[src/rtl/edb_pkg.sv]
// Package for the error diffusion binarizer: register map, field widths,
// reset values and arithmetic constants. No dependencies.
package edb_pkg;

  localparam int unsigned MAX_WIDTH_DEF = 2048;
  localparam int unsigned HEIGHT_LIMIT  = 4096;

  localparam int unsigned CFG_AW = 3;
  localparam int unsigned CFG_DW = 32;

  // Byte addresses of the configuration registers.
  localparam logic [CFG_AW-1:0] ADDR_IMAGE_WIDTH  = 3'd0;
  localparam logic [CFG_AW-1:0] ADDR_IMAGE_HEIGHT = 3'd4;

  localparam int unsigned WIDTH_REG_W  = 12;
  localparam int unsigned HEIGHT_REG_W = 13;
  localparam int unsigned ROW_W        = 12;

  localparam logic [WIDTH_REG_W-1:0]  WIDTH_RESET  = 12'd640;
  localparam logic [HEIGHT_REG_W-1:0] HEIGHT_RESET = 13'd480;

  localparam int unsigned GRAY_W  = 8;
  localparam int unsigned ERR_W   = 8;  // stored share for the next row
  localparam int unsigned RIGHT_W = 7;  // 3e/8
  localparam int unsigned DIAG_W  = 6;  // e/4

  localparam logic [GRAY_W-1:0] WHITE_THRESH = 8'd127;
  localparam logic [GRAY_W-1:0] GRAY_MAX     = 8'd255;

  typedef struct packed {
    logic             restart;
    logic [ROW_W-1:0] row_last;
  } cfg_ctl_t;

endpackage

[src/rtl/edb_cfg_regs.sv]
// Configuration registers (frame width and height) behind an APB-style port,
// with the clamped last column and last row derived from them; uses edb_pkg.
module edb_cfg_regs #(
  parameter int unsigned MAX_WIDTH = edb_pkg::MAX_WIDTH_DEF
) (
  input  logic                           clk,
  input  logic                           rst_n,
  input  logic                           cfg_psel,
  input  logic                           cfg_penable,
  input  logic                           cfg_pwrite,
  input  logic [edb_pkg::CFG_AW-1:0]     cfg_paddr,
  input  logic [edb_pkg::CFG_DW-1:0]     cfg_pwdata,
  output logic [edb_pkg::CFG_DW-1:0]     cfg_prdata,
  output logic                           cfg_pready,
  output logic [$clog2(MAX_WIDTH)-1:0]   col_last,
  output edb_pkg::cfg_ctl_t              ctl
);

  localparam int unsigned COL_W = $clog2(MAX_WIDTH);

  logic [edb_pkg::WIDTH_REG_W-1:0]  width_r, width_nxt;
  logic [edb_pkg::HEIGHT_REG_W-1:0] height_r, height_nxt;
  logic                             wr_hit;
  logic                             wr_width;
  logic                             wr_height;

  assign cfg_pready = 1'b1;
  assign wr_hit     = cfg_psel & cfg_penable & cfg_pwrite & cfg_pready;
  assign wr_width   = wr_hit && (cfg_paddr == edb_pkg::ADDR_IMAGE_WIDTH);
  assign wr_height  = wr_hit && (cfg_paddr == edb_pkg::ADDR_IMAGE_HEIGHT);

  always_comb begin
    width_nxt  = width_r;
    height_nxt = height_r;
    if (wr_width) begin
      width_nxt = cfg_pwdata[edb_pkg::WIDTH_REG_W-1:0];
    end
    if (wr_height) begin
      height_nxt = cfg_pwdata[edb_pkg::HEIGHT_REG_W-1:0];
    end
  end

  always_ff @(posedge clk) begin
    if (!rst_n) begin
      width_r  <= edb_pkg::WIDTH_RESET;
      height_r <= edb_pkg::HEIGHT_RESET;
    end else begin
      width_r  <= width_nxt;
      height_r <= height_nxt;
    end
  end

  always_comb begin
    case (cfg_paddr)
      edb_pkg::ADDR_IMAGE_WIDTH:  cfg_prdata = edb_pkg::CFG_DW'(width_r);
      edb_pkg::ADDR_IMAGE_HEIGHT: cfg_prdata = edb_pkg::CFG_DW'(height_r);
      default:                    cfg_prdata = '0;
    endcase
  end

  // A width or height of zero acts as one; larger values clamp to the limit.
  always_comb begin
    if (width_r == '0) begin
      col_last = '0;
    end else if (32'(width_r) > 32'(MAX_WIDTH)) begin
      col_last = COL_W'(MAX_WIDTH - 1);
    end else begin
      col_last = COL_W'(width_r - 12'd1);
    end
  end

  always_comb begin
    if (height_r == '0) begin
      ctl.row_last = '0;
    end else if (32'(height_r) > 32'(edb_pkg::HEIGHT_LIMIT)) begin
      ctl.row_last = edb_pkg::ROW_W'(edb_pkg::HEIGHT_LIMIT - 1);
    end else begin
      ctl.row_last = edb_pkg::ROW_W'(height_r - 13'd1);
    end
    // Any register write starts a new frame.
    ctl.restart = wr_width | wr_height;
  end

endmodule

[config.mk]
export PLATFORM = sky130hd
export DESIGN_NAME = edb_cfg_regs
export DESIGN_NICKNAME = d
export VERILOG_FILES = /design/src/rtl/edb_pkg.sv /design/src/rtl/edb_cfg_regs.sv
export SDC_FILE = /design/constraint.sdc
export NUM_CORES = 1
export LEC_CHECK = 0
export BUFFER_PORTS_ARGS = -buffer_cell sky130_fd_sc_hd__buf_4
export CELL_PAD_IN_SITES_DETAIL_PLACEMENT = 1
export CELL_PAD_IN_SITES_GLOBAL_PLACEMENT = 1
export CORE_ASPECT_RATIO = 0.6
export CORE_MARGIN = 1
export CORE_UTILIZATION = 33
export CTS_CLUSTER_SIZE = 28
export DETAILED_ROUTE_END_ITERATION = 10
export MAX_ROUTING_LAYER = met4
export PLACE_DENSITY_LB_ADDON = 0.15
export SETUP_SLACK_MARGIN = 0.02
export SLEW_MARGIN = 30
export SYNTH_ARGS = -nofsm -noshare
export SYNTH_HDL_FRONTEND = slang
export SYNTH_SLANG_ARGS = --single-unit
[constraint.sdc]
create_clock -name clk -period 2.1 [get_ports clk]
set_clock_uncertainty 0.1 [all_clocks]
set_input_delay 0.21 -clock clk [delete_from_list [all_inputs] [get_ports clk]]
set_output_delay 0.21 -clock clk [all_outputs]
set_load 0.05 [all_outputs]
==> flow_summary_export.csv <==
group,metric,value,unit
run_status,status,"finished with violations",
run_status,violations,"setup timing",
setup_path,cp_cell_sequence,"or4_4 -> nor2_4 -> or4b_4 -> a22o_4 -> buf_6",
synthesis,netlist.top_cell.by_area,"dfxtp_1",
floorplan,ios,97,
timing,fin_crit_sh,1.146,
setup_path,critPathMaxStageDelay,0.56,ns
power,clockPowerShare,0.264,
synthesis,synthTopCellsByArea,"dfxtp_1 24%, mux2i_1 18%, buf_4 7.2%",
layout,area_growth,58.07,%
run,maxCapViolations,0,
power,switching_share,0.3412,
synthesis,ys_seq_elements,25,
clock_network,htreeDepth,1,
detailed_routing,drt_wl_total,7.526,mm
worst_hold_path,hold_class,"in -> reg",
layout,nFillCells,684,
clock_network,holdBufCountCts,0,
clock_network,cts_buffer_depth,2,
timing,rsz0062_at_grt,"yes",
timing,fin_ws,-0.3075,ns
power,report.power.total,1.088,mW
clock_network,numCtsBuffers,3,
layout,finalNonFillerCells,431,
setup_path,crit_family,"simple AND/OR/NAND/NOR gates",
layout,final_nets,395,
detailed_routing,vias_per_cell,5.104,
placed_design,io_buffers,57,
clock_network,cts.sinks,25,
synthesis,synth_edf_count,0,
synthesis,ys_seq_area_frac,0.2410,
power,p_sw,371.3,uW
timing,final.setup.tns,-1.746,ns
setup_path,crit_path_start_kind,"register",
global_routing,grt_pass1_vias,2180,
setup_path,crit_arrival,2.10,ns
synthesis,synth_area,0.002077,sq mm
setup_path,path_buf_inv,1,
detailed_routing,num_vias,2200,
power,leakage,1.545,nW
placed_design,dp.cells,414,
detailed_routing,dr.pass1.iters,4,
timing,hold_viol,0,
setup_path,criticalPathCategory,"reg -> out",
floorplan,die_area,0.006625,sq mm
placed_design,place_congestion,0.8294,
power,internal_power,717.1,uW
global_routing,antenna_found_initial,0,
detailed_routing,met2_length,3.500,mm
floorplan,core-area,0.005807,sq mm
floorplan,rows,21,
synthesis,yosysTopAreaCellShare,0.2410,
timing,setup_viol_count_final,16,
global_routing,grt_usage,0.2273,
timing,max-slew-margin-rel,0.5970,
layout,seq_area,518.0,sq um
clock_network,insertion_delay,0.26,ns
detailed_routing,drcViolationCount,0,
detailed_routing,highest_layer,"met4",
synthesis,syn_inst,261,
global_routing,grt_max_degree,26,
detailed_routing,met1_length,3.582,mm
floorplan,start_util,0.3577,
placed_design,dpl.hpwl,5.021,mm
synthesis,synthArstFlopShare,0,
setup_path,worstPathMaxFanout,2,
setup_path,cp-end-kind,"output port",
layout,drive_gt1_frac,0.4957,
timing,worst_slew_pin_slew,0.6037,ns
detailed_routing,drt_iter0_markers,81,
power,p_seq_frac,0.442,
floorplan,die_h,63.45,microns
clock_network,cts-root-buf,"clkbuf_8",
detailed_routing,wl_per_cell,17.46,microns
detailed_routing,ant_nets,0,
power,comb_power_share,0.294,
synthesis,synth_ff_type,"dfxtp_1",
timing,final_max_slew_viol_count,0,
layout,antenna_cells,0,
synthesis,synth_most_common_cell,"mux2i_1",
global_routing,grt_overflow,0,
timing,timing.hold.ws,0.06077,ns
floorplan,die_w,104.4,microns
synthesis,yosysWarnings,0,
layout,multi_input_area,0.001628,sq mm
setup_path,cpMaxStageDelayCell,"or4_4",
clock_network,clkSlewWorstSetupHoldPaths,0.08,ns
timing,period_minus_slack,2.408,ns
power,peakVddDrop,0.2617,mV
setup_path,required,1.79,ns
global_routing,grt_pass1_wl,11.54,mm
power,powerDensity,331.5,mW/mm^2
detailed_routing,dr_wl_met3,332,microns
synthesis,synth_cell_types,49,
synthesis,avgSynthCellArea,7.958,sq um
clock_network,tritoncts,"yes",
timing,max_freq,415.4,MHz
synthesis,synth_common_cells,"37 x mux2i_1, 28 x nor2_1, 25 x dfxtp_1",
==> power by group through the flow <==
| stage | registers, mW | logic [mW] | clock network (mW) |
|---|---|---|---|
| floorplan | 0.491 | 0.234 | 0 |
| detailed placement | 0.493 | 0.288 | 0 |
| CTS | 0.480 | 0.307 | 0.299 |
| global placement | 0.493 | 0.286 | 0 |
| finish | 0.481 | 0.320 | 0.288 |
| global route | 0.481 | 0.333 | 0.316 |
==> final timing paths <==
kind	depth (start not counted)	endpoint	start	slack, ns
worst min register to register	2	width_r[10]$_SDFFE_PN0P_	width_r[10]$_SDFFE_PN0P_	0.50
worst min-delay path	3	width_r[9]$_SDFFE_PN1P_	cfg_pwdata[9]	0.06
worst max register to register	2	width_r[11]$_SDFFE_PN0P_	width_r[11]$_SDFFE_PN0P_	0.94
worst max-delay path	5	ctl[7]	height_r[7]$_SDFFE_PN1P_	-0.31
==> repair_timing <==
item	4_1_cts	5_1_grt
pin swaps	14	10
endpoints found under the setup margin	19	21
buffers inserted	7	8
resized for setup	69	29
==> cells in the final DEF (no fill, tap or decap), types with 3 or more instances in the layout <==
master / instances
nor3_1: 3
a21oi_2: 3
nor2b_1: 19
dfxtp_1: 15
nand2_2: 3
buf_4: 73
inv_1: 5
dfxtp_2: 8
conb_1: 20
o21ai_2: 9
nor2_1: 23
nand2_1: 15
clkbuf_8: 3
nand4_1: 3
xor2_1: 4
xnor2_1: 6
a21o_1: 5
mux2i_1: 37
buf_6: 34
nor2_2: 4
nor4_4: 4
==> layer usage <==
metal  track usage  vias up
li1              -     1040
met1        0.3069     1080
met2        0.3518       66
met3       0.04037       14
met4       0.05357        0
met5             -        -
==> through the flow <==
stage	utilization	setup WS, ns	cell area [sq um]
after floorplan	-	-0.3099	2208
after global placement	0.4799	-0.03504	2786
after detailed placement	0.4799	-0.03913	2786
after CTS	0.5387	-0.2941	3128
after global routing	0.5654	-0.3457	3283
final	0.5654	-0.3075	3283
==> final cells by class <==
cell class / instances / area share
repair buffers: 109 / 0.2927
clock buffers: 4 / 0.01372
flip-flops and latches: 25 / 0.1578
well taps: 80 / 0.03049
multi-input cells: 206 / 0.4958
inverters: 7 / 0.009527
==> worst reg2reg max path: cells and delay by family, from the launching register on <==
family | cells | cell delay, ns
flip-flops | 1 | 0.71
multiplexers | 1 | 0.15
AND/OR/NAND/NOR | 1 | 0.14
==> registers in the layout (all words and copies together) (netlist names) <==
register	cells
height_r	13
width_r	12
==> kinds of logic after synthesis <==
group | count (synthesis) | share of synthesized area
flip-flops | 25 | 0.2410
adder cells (fa/ha/maj) | 5 | 0.02771
XOR/XNOR | 10 | 0.04217
buffers and inverters | 48 | 0.1295
multiplexers | 38 | 0.1837
AO/OA/AOI/OAI | 35 | 0.1109
AND/OR/NAND/NOR | 98 | 0.2614
other | 2 | 0.003616
(Power assumes the default switching activity.)
