## src/rtl/edb_pkg.sv

```systemverilog
// Package for the error diffusion binarizer: register map, field widths,
// reset values and arithmetic constants. No dependencies.
package edb_pkg;

  localparam int unsigned MAX_WIDTH_DEF = 2048;
  localparam int unsigned HEIGHT_LIMIT  = 4096;

  localparam int unsigned CFG_AW = 3;
  localparam int unsigned CFG_DW = 32;

  // Byte addresses of the configuration registers.
  localparam logic [CFG_AW-1:0] ADDR_IMAGE_WIDTH  = 3'd0;
  localparam logic [CFG_AW-1:0] ADDR_IMAGE_HEIGHT = 3'd4;

  localparam int unsigned WIDTH_REG_W  = 12;
  localparam int unsigned HEIGHT_REG_W = 13;
  localparam int unsigned ROW_W        = 12;

  localparam logic [WIDTH_REG_W-1:0]  WIDTH_RESET  = 12'd640;
  localparam logic [HEIGHT_REG_W-1:0] HEIGHT_RESET = 13'd480;

  localparam int unsigned GRAY_W  = 8;
  localparam int unsigned ERR_W   = 8;  // stored share for the next row
  localparam int unsigned RIGHT_W = 7;  // 3e/8
  localparam int unsigned DIAG_W  = 6;  // e/4

  localparam logic [GRAY_W-1:0] WHITE_THRESH = 8'd127;
  localparam logic [GRAY_W-1:0] GRAY_MAX     = 8'd255;

  typedef struct packed {
    logic             restart;
    logic [ROW_W-1:0] row_last;
  } cfg_ctl_t;

endpackage

```

## src/rtl/edb_quantizer.sv

```systemverilog
// Per-pixel arithmetic: adds the incoming shares, saturates, thresholds and
// splits the error into the right, below and diagonal shares; uses edb_pkg.
module edb_quantizer (
  input  logic [edb_pkg::GRAY_W-1:0]          gray,
  input  logic signed [edb_pkg::RIGHT_W-1:0]  right_share,
  input  logic signed [edb_pkg::ERR_W-1:0]    below_share,
  input  logic signed [edb_pkg::DIAG_W-1:0]   diag_share,
  input  logic                                first_col,
  input  logic                                first_row,
  input  logic                                last_col,
  output logic                                white,
  output logic signed [edb_pkg::ERR_W-1:0]    store_share,
  output logic signed [edb_pkg::RIGHT_W-1:0]  right_nxt,
  output logic signed [edb_pkg::DIAG_W-1:0]   diag_nxt
);

  logic signed [9:0]                  right_x;
  logic signed [9:0]                  below_x;
  logic signed [9:0]                  sum;
  logic [edb_pkg::GRAY_W-1:0]         sat;
  logic signed [8:0]                  err;
  logic signed [10:0]                 err3;
  logic signed [10:0]                 adj3;
  logic signed [8:0]                  adj2;
  logic signed [edb_pkg::RIGHT_W-1:0] down;
  logic signed [edb_pkg::DIAG_W-1:0]  quarter;
  logic signed [edb_pkg::ERR_W-1:0]   diag_x;

  always_comb begin
    right_x = first_col ? 10'sd0 : {{3{right_share[6]}}, right_share};
    below_x = first_row ? 10'sd0 : {{2{below_share[7]}}, below_share};
    sum     = $signed({2'b00, gray}) + right_x + below_x;

    if (sum[9]) begin
      sat = '0;
    end else if (sum[8]) begin
      sat = edb_pkg::GRAY_MAX;
    end else begin
      sat = sum[7:0];
    end

    white = (sat > edb_pkg::WHITE_THRESH);
    err   = white ? ($signed({1'b0, sat}) - 9'sd255) : $signed({1'b0, sat});

    // Division toward zero: bias negative values by divisor minus one.
    err3    = {{2{err[8]}}, err} + {err[8], err, 1'b0};
    adj3    = err3 + {8'b0, {3{err3[10]}}};
    down    = adj3[9:3];
    adj2    = err + {7'b0, {2{err[8]}}};
    quarter = adj2[7:2];

    diag_x      = first_col ? 8'sd0 : {{2{diag_share[5]}}, diag_share};
    store_share = {down[6], down} + diag_x;
    right_nxt   = last_col ? 7'sd0 : down;
    diag_nxt    = last_col ? 6'sd0 : quarter;
  end

endmodule

```

## config.mk

```make
export PLATFORM = sky130hd
export DESIGN_NAME = edb_quantizer
export DESIGN_NICKNAME = d
export VERILOG_FILES = /design/src/rtl/edb_pkg.sv /design/src/rtl/edb_quantizer.sv
export SDC_FILE = /design/constraint.sdc
export NUM_CORES = 1
export LEC_CHECK = 0
export ABC_CLOCK_PERIOD_IN_PS = 9890
export BUFFER_PORTS_ARGS = -buffer_cell sky130_fd_sc_hd__clkbuf_2
export CAP_MARGIN = 20
export CORE_UTILIZATION = 44
export DETAILED_ROUTE_END_ITERATION = 7
export GPL_ROUTABILITY_DRIVEN = 0
export PLACE_DENSITY = 0.68
export SLEW_MARGIN = 20
export SYNTH_ARGS = -nofsm -noshare
export SYNTH_HDL_FRONTEND = slang
export SYNTH_SLANG_ARGS = --single-unit
```

## constraint.sdc

```tcl
create_clock -name vclk -period 9.89
set_input_delay 0.4945 -clock vclk [all_inputs]
set_output_delay 0.4945 -clock vclk [all_outputs]
set_load 0.03 [all_outputs]
```

==> results of run 1 <==
[cells in the final DEF, fill, tap and decap left out, drive strengths merged, types with 10 or more instances in the layout]
cell type and instances:
a21oi 26, clkbuf 54, fa 12, ha 28, inv 24, nand2 18, nand2b 12, nor2 21
nor2b 17, o21ai 20, or3 10, xnor2 15
[Yosys cell counts (3+ instances only)]
library cell / instances
nand3_1: 5
clkbuf_1: 4
o21bai_1: 4
nand2_1: 18
or3_1: 9
a21boi_0: 3
o2111ai_1: 3
a21oi_1: 25
a21o_1: 7
and2_1: 5
xnor2_1: 14
inv_1: 24
o21ai_0: 17
mux2i_1: 3
nor2_1: 19
a31o_2: 3
o211ai_1: 4
ha_1: 28
fa_1: 12
nand4_1: 4
nor3_1: 4
nand2b_1: 12
xor2_1: 6
o21a_1: 4
nor2b_1: 17
[where the power goes]
group          switching (mW)  total, mW  internal (mW)
Sequential                  0          0              0
Combinational           0.499      0.775          0.276
Clock                       0          0              0
Total                   0.499      0.775          0.276
[critical path, delay by kind of cell]
kind | cells | cell delay [ns]
compound gates | 13 | 2.60
simple gates | 4 | 0.57
buf+inv | 5 | 0.77
mux | 1 | 0.12
fa+ha+maj | 6 | 2.39
xor+xnor | 2 | 0.49
[routing by layer]
metal / wire, um / vias to the layer above / GRT usage
met4: 16 / 0 / 0.00654
met2: 2280 / 64 / 0.326
li1: - / 1175 / -
met1: 2670 / 999 / 0.315
met5: 0 / - / 0
met3: 205 / 2 / 0.00414
[cell families after synthesis]
| kind of cell | after synthesis | share of synthesized area |
|---|---|---|
| and+or+nand+nor | 112 | 0.290 |
| AOI/OAI and AO/OA | 91 | 0.287 |
| adders and majority gates | 40 | 0.268 |
| buffers and inverters | 31 | 0.0550 |
| xor gates and xnor gates | 21 | 0.0867 |
| muxes | 3 | 0.0136 |
[worst min-delay path by stage]
stage | startpoint | end | slack [ns] | depth (start not counted)
after floorplan | last_col | right_nxt[6] | 1.10 | 1
after global placement | last_col | diag_nxt[4] | 1.47 | 3
after detailed placement | last_col | diag_nxt[4] | 1.48 | 3
after CTS | last_col | diag_nxt[4] | 1.48 | 3
after global routing | last_col | diag_nxt[4] | 1.51 | 3
final | last_col | diag_nxt[4] | 1.48 | 3
[stage by stage]
step	area (um2)	cells	power, mW
final	2540	413	0.775
after CTS	2540	413	0.774
after global placement	2540	413	0.763
after detailed placement	2540	413	0.770
after global routing	2540	413	0.854
after floorplan	2210	298	0.611
[final cells by class]
type / count / area, um2 / share of cell area
Timing Repair Buffer: 55 / 278 / 0.109
Inverter: 24 / 90.1 / 0.0355
Multi-Input combinational cell: 267 / 2090 / 0.822
Tap cell: 67 / 83.8 / 0.0330
==> results by group, run 1 <==
Placement
  • HPWL after DPL: between 4000 and 5000 um
  • Buffers on Ports: 54
  • Dpl ws: 1.95 ns

Timing
  • Final hold slack: 1.48 ns
  • Slew @ Worst Pin: around 0.63 ns
  • Highest clock rate: between 100 and 150 MHz
  • Hold Fails Final Rpt: 0
  • Final worst-path cycle share: 0.805
  • Final max-slew violation count: 0
  • Slew HR: 0.574
  • Post-Route Setup TNS: 0 ns
  • Fin crit period: approximately 8.0 ns
  • Final setup viols: 0
  • RSZ-0062 raised after global routing: no
  • Worst setup margin: just under 2 ns

Global routing
  • Vias in the first global route: between 1500 and 2000
  • Largest net degree at the start of global routing: 14
  • First-pass GRT wire length: just under 9000 um
  • Initial antenna violation count: 0
  • GRT Overall Usage: 0.202
  • Grt total ovfl: 0

Route
  • TritonRoute pass-1 iters: 4
  • Drt initial violations: about 140
  • Antenna viol nets, final: 0
  • Routed vias: between 2000 and 2500
  • Routed vias/inst: 5.42
  • WL/cell: 12.5 um
  • Drt total wl: between 5000 and 6000 um
  • Remaining DRCs: 0

Die
  • Ports: 54
  • Std-Cell Rows: 25
  • Die Width: 72.8 um
  • Die area: between 0.005 and 0.006 mm2
  • Die Ht: about 73 um
  • Initial Util: 0.461
  • Placeable core area: around 0.0048 mm2

Clock tree
  • Cts hold-fix bufs: 0
  • Number of gates resized after CTS: 0
  • Post-CTS Setup Bufs: 0

Synthesis
  • Synth Warn #: 0
  • Yosys top cell area share: 0.159
  • Gate Count Post-Synth: around 300
  • Seq/Total Area, Yosys: 0
  • Synth area leaders: ha_1 16%, fa_1 11%, a21oi_1 5.7%
  • Post-synth top area cell: ha_1
  • Syn_nets: between 300 and 400
  • Mapped Area: ~0.0022 mm2
  • Syn avg cell area: 7.41 um2
  • Post-synth cell types: 63

Finish
  • Layout cells sized above 1: 0.223
  • Clk_buf instances: 0
  • Filler cell count: between 400 and 500
  • Area grow syn2layout: 15.0%
  • Storage cell area: 0 um2
  • ANT cells: 0
  • Final net count: between 400 and 500
  • Seq_cells: 0
  • Final Util: 0.530

Outcome
  • Status: finished clean

Critical path
  • Setup crit start: first_col
  • Max incr delay on CP: around 0.56 ns
  • Critical Path Start Type: input port
  • CP required: between 9 and 10 ns
  • Slowest cell on the critical path: fa_1
  • Worst Setup End Kind: output port
  • CP max FO: 13
  • Crit Path Class: input port to output port
  • Worst path arrival time: around 7.5 ns
  • Worst setup path endpoint: store_share[7]

Power and ir drop
  • Leak pwr: 1.20 nW
  • Power per standard cell area: between 300 and 400 mW/mm2
  • Peak VDD IR: around 0.25 mV

Min path
  • Hold WC Path Type: input port to output port

Job
  • Max Cap Viol: 0
(Power assumes the default switching activity.)
==> run 2, diff against run 1 <==
Settings changed: ABC_CLOCK_PERIOD_IN_PS 9890 to 7850.
Clock period 9.89 ns to 7.85 ns, I/O delays scaled along.
==> results by group, run 2 (same netlist as run 1, synthesis figures left out) <==
Timing
  • Fin crit period: about 7.3 ns
  • Final max-slew violation count: 0
  • Final worst-path cycle share: 0.934
  • Final hold slack: 1.27 ns
  • Final setup viols: 0
  • Slew @ Worst Pin: approximately 0.62 ns
  • Post-Route Setup TNS: 0 ns
  • Highest clock rate: about 140 MHz
  • Hold Fails Final Rpt: 0
  • Slew HR: 0.580
  • RSZ-0062 raised after global routing: no

Power and ir drop
  • Leak pwr: 1.23 nW
  • P_int: 0.361 mW
  • Sw power: about 0.64 mW
  • Logic pwr share: 1.000
  • Clk pwr share: 0
  • Power per standard cell area: 384 mW/mm2
  • Peak VDD IR: about 0.36 mV
  • Sequential share of power: 0
  • Sw frac: 0.640
  • Final Power: around 1 mW

Finish
  • Layout cells sized above 1: 0.255
  • Commonest non-fill, non-tap cell in the layout: clkbuf_2
  • ANT cells: 0
  • Filler cell count: 461
  • Final net count: between 400 and 500
  • Clk_buf instances: 0
  • Final Cell Area: between 0.002 and 0.003 mm2
  • Final Util: 0.546
  • Commonest non-fill, non-tap cells in the layout: 54 x clkbuf_2, 27 x ha_1, 24 x inv_1
  • Seq_cells: 0
  • Storage cell area: 0 um2
  • Area of the multi-input gates: approximately 0.0021 mm2
  • Area grow syn2layout: 18.4%

Min path
  • Hold WC Path Type: input port to output port

Die
  • Die Ht: between 70 and 80 um
  • Ports: 54
  • Std-Cell Rows: 25
  • Die area: approximately 0.0053 mm2
  • Die Width: 72.8 um
  • Placeable core area: between 0.004 and 0.005 mm2
  • Initial Util: 0.461

Global routing
  • Largest net degree at the start of global routing: 14
  • Initial antenna violation count: 0
  • Vias in the first global route: 2014
  • GRT Overall Usage: 0.202
  • First-pass GRT wire length: 8870 um
  • Grt total ovfl: 0

Route
  • Routed vias/inst: 5.47
  • TritonRoute pass-1 iters: 4
  • Remaining DRCs: 0
  • Antenna viol nets, final: 0
  • Drt total wl: approximately 5300 um
  • Drt initial violations: about 100
  • WL/cell: 12.6 um
  • Routed vias: 2274

Critical path
  • Max incr delay on CP: between 0.5 and 0.6 ns
  • Critical Path Start Type: input port
  • Crit Path Class: input port to output port
  • Slowest cell on the critical path: fa_1
  • Worst path arrival time: 6.94 ns
  • CP most frequent cell: ha_1
  • CP required: about 7.5 ns
  • CP max FO: 13
  • Worst Setup End Kind: output port

Placement
  • HPWL after DPL: 4510 um
  • Placed Area: 0.00254 mm2
  • Buffers on Ports: 54

Job
  • Max Cap Viol: 0

Outcome
  • Status: finished clean
[run 2: changes by cell type in the layout (fill, tap and decap cells not counted), sizes merged]
| cell | previous run | this run |
|---|---|---|
| buf | 1 | 4 |
[run 2: final timing paths]
| path | start | endpoint | cells past startpoint |
|---|---|---|---|
| worst max-delay path | first_col | store_share[7] | 34 |
| worst min-delay path | last_col | diag_nxt[1] | 3 |
[run 2: area by class of cell]
type / count / share of cell area
tap: 67 / 0.0321
timing repair buffer: 58 / 0.115
inverter: 24 / 0.0345
multi-input combinational: 267 / 0.818
[run 2: per-stage QoR]
step,setup WS [ns],instances
global route,0.0296,416
floorplan,0.316,298
global placement,0.408,414
detailed placement,0.184,414
finish,0.521,416
CTS,0.176,414
[run 2: power groups by stage]
| stage | clock network (mW) | registers [mW] | logic [mW] |
|---|---|---|---|
| after global routing | 0 | 0 | 1.10 |
| after CTS | 0 | 0 | 0.977 |
| final | 0 | 0 | 1.00 |
| after floorplan | 0 | 0 | 0.769 |
| after global placement | 0 | 0 | 0.962 |
| after detailed placement | 0 | 0 | 0.972 |
[run 2: worst max-delay path: cells and delay by family]
kind,cells,cell delay (ns)
buffers and inverters,6,0.72
XOR/XNOR,2,0.34
AND/OR/NAND/NOR,7,0.90
multiplexers,1,0.12
adder cells (fa/ha/maj),7,2.36
AO/OA/AOI/OAI,11,2.09
[run 2: timing repair]
item                                   in CTS  in global routing
endpoints found under the hold margin       0                  0
resized for setup                           0                 11
hold buffers                                0                  0
setup endpoints to repair                   0                  3
buffers inserted                            0                  2
[run 2: metal layers]
layer	routed length (um)	track usage	share of wire
met4	0	0.00218	0
met1	2630	0.299	0.50
met2	2380	0.345	0.45
met5	0	0	0
met3	239	0.00829	0.045
==> run 3, diff against run 2 <==
Settings changed: ABC_AREA from default to 1, PLACE_DENSITY 0.68 to 0.67.
==> results by group, run 3 <==
Outcome
  • Status: finished clean

Finish
  • Final net count: just over 500
  • Seq_cells: 0
  • ANT cells: 0
  • Commonest non-fill, non-tap cells in the layout: 104 x nand2_1, 85 x inv_1, 54 x clkbuf_2
  • Layout cells sized above 1: 0.245
  • Commonest non-fill, non-tap cell in the layout: nand2_1
  • Area grow syn2layout: 14.2%
  • Storage cell area: 0 um2
  • Clk_buf instances: 0
  • Final Util: 0.537
  • Filler cell count: about 510

Critical path
  • CP required: roughly 7.5 ns
  • Slowest cell on the critical path: fa_1
  • Crit Path Class: input port to output port
  • Critical Path Start Type: input port
  • Worst Setup End Kind: output port
  • CP most frequent cell: inv_1
  • CP max FO: 10
  • Max incr delay on CP: ~0.47 ns
  • Sum of buffers and inverters on the critical path: 12
  • Family with the most delay on the worst path: adder cells
  • Worst path arrival time: about 6.5 ns

Synthesis
  • Mapped Area: 0.00229 mm2
  • Most instantiated cells after synthesis: 104 x nand2_1, 85 x inv_1, 37 x nor2_1, 28 x ha_1, 18 x nand3_1
  • Post-synth top area cell: nand2_1
  • Synth Warn #: 0
  • Syn_nets: between 400 and 500
  • Post-synth cell types: 35
  • Count leader, synth: nand2_1
  • Seq/Total Area, Yosys: 0
  • Syn avg cell area: about 5.9 um2
  • Yosys top cell area share: 0.170
  • Gate Count Post-Synth: 386
  • Synth area leaders: nand2_1 17%, ha_1 15%, inv_1 14%

Die
  • Die Width: 74.2 um
  • Die area: roughly 0.0055 mm2
  • Initial Util: 0.470
  • Placeable core area: 0.00488 mm2
  • Ports: 54
  • Die Ht: 74.2 um
  • Std-Cell Rows: 25

Power and ir drop
  • Peak VDD IR: around 0.46 mV
  • Power per standard cell area: just under 400 mW/mm2
  • Leak pwr: roughly 1.7 nW

Global routing
  • Initial antenna violation count: 0
  • First-pass GRT wire length: 8360 um
  • Vias in the first global route: between 2000 and 2500
  • Grt total ovfl: 0
  • GRT Overall Usage: 0.186
  • Largest net degree at the start of global routing: 14

Min path
  • Hold WC Path Type: input port to output port

Route
  • WL/cell: 9.17 um
  • Drt total wl: 4620 um
  • Drt initial violations: between 90 and 100
  • Antenna viol nets, final: 0
  • TritonRoute pass-1 iters: 5
  • Routed vias: between 2000 and 2500
  • Remaining DRCs: 0
  • Routed vias/inst: around 4.5

Placement
  • Buffers on Ports: 54
  • HPWL after DPL: about 4300 um

Timing
  • Final worst-path cycle share: 0.872
  • Slew HR: 0.739
  • Post-Route Setup TNS: 0 ns
  • Highest clock rate: ~150 MHz
  • Final max-slew violation count: 0
  • Fin crit period: between 6 and 7 ns
  • Final setup viols: 0
  • RSZ-0062 raised after global routing: no
  • Slew @ Worst Pin: slightly below 0.4 ns
  • Hold Fails Final Rpt: 0

Clock tree
  • Cts hold-fix bufs: 0
  • Post-CTS Setup Bufs: 0
  • Number of gates resized after CTS: 0

Job
  • Max Cap Viol: 0
-- run 3: cell count changes after synthesis, moves of 8 or more --
cell,change
o21ai_0,-11
nand2_2,+15
nand2b_1,-12
nand2_1,+86
nand3_1,+13
xnor2_1,-12
inv_1,+61
nor2_1,+18
nor2b_1,-17
inv_2,+8
a21oi_1,-14
or3_1,-9
-- run 3: path summary, 6_finish.rpt --
path / startpoint / end / slack [ns] / cells past startpoint
worst min-delay path: last_col / right_nxt[5] / 1.20 / 3
worst max-delay path: first_col / store_share[6] / 1.00 / 39
-- run 3: cells by family (layout without fill, tap and decap cells) --
logic type,Yosys count,count (layout),synth area share
xor+xnor,12,12,0.0491
simple gates,208,208,0.445
compound gates,29,29,0.0813
fa+ha+maj,40,40,0.258
buf+inv,97,148,0.167
-- run 3: worst min-delay path: cells and delay by family --
kind	cells	cell delay [ns]
buf+inv	2	0.36
simple gates	1	0.06
-- run 3: layout make-up --
type                       instances  area, um2  share of cell area
timing repair buffer              54        270               0.103
inverter                          94        355               0.136
multi-input combinational        289       1910               0.729
tap                               67       83.8              0.0320
-- run 3: per-layer routing --
| metal | part of all wire | GRT usage | vias up |
|---|---|---|---|
| met1 | 0.53 | 0.265 | 928 |
| met2 | 0.44 | 0.333 | 40 |
| met3 | 0.027 | 0.00271 | 0 |
| met4 | 0 | 0 | 0 |
| met5 | 0 | 0 | - |
| li1 | - | - | 1283 |
-- run 3: per-stage QoR --
step	hold WS (ns)	instances	worst slack [ns]	area (um2)	total power [mW]
after global placement	1.21	504	1.07	2620	1.02
after detailed placement	1.21	504	1.01	2620	1.03
after CTS	1.21	504	0.977	2620	1.03
final	1.20	504	1.00	2620	1.03
after global routing	1.23	504	0.313	2620	1.17
after floorplan	1.16	386	1.17	2290	0.823
-- run 3: power breakdown --
part	internal, mW	total [mW]	switching [mW]
sequential	0	0	0
clock	0	0	0
combinational	0.329	1.03	0.698
total	0.329	1.03	0.698
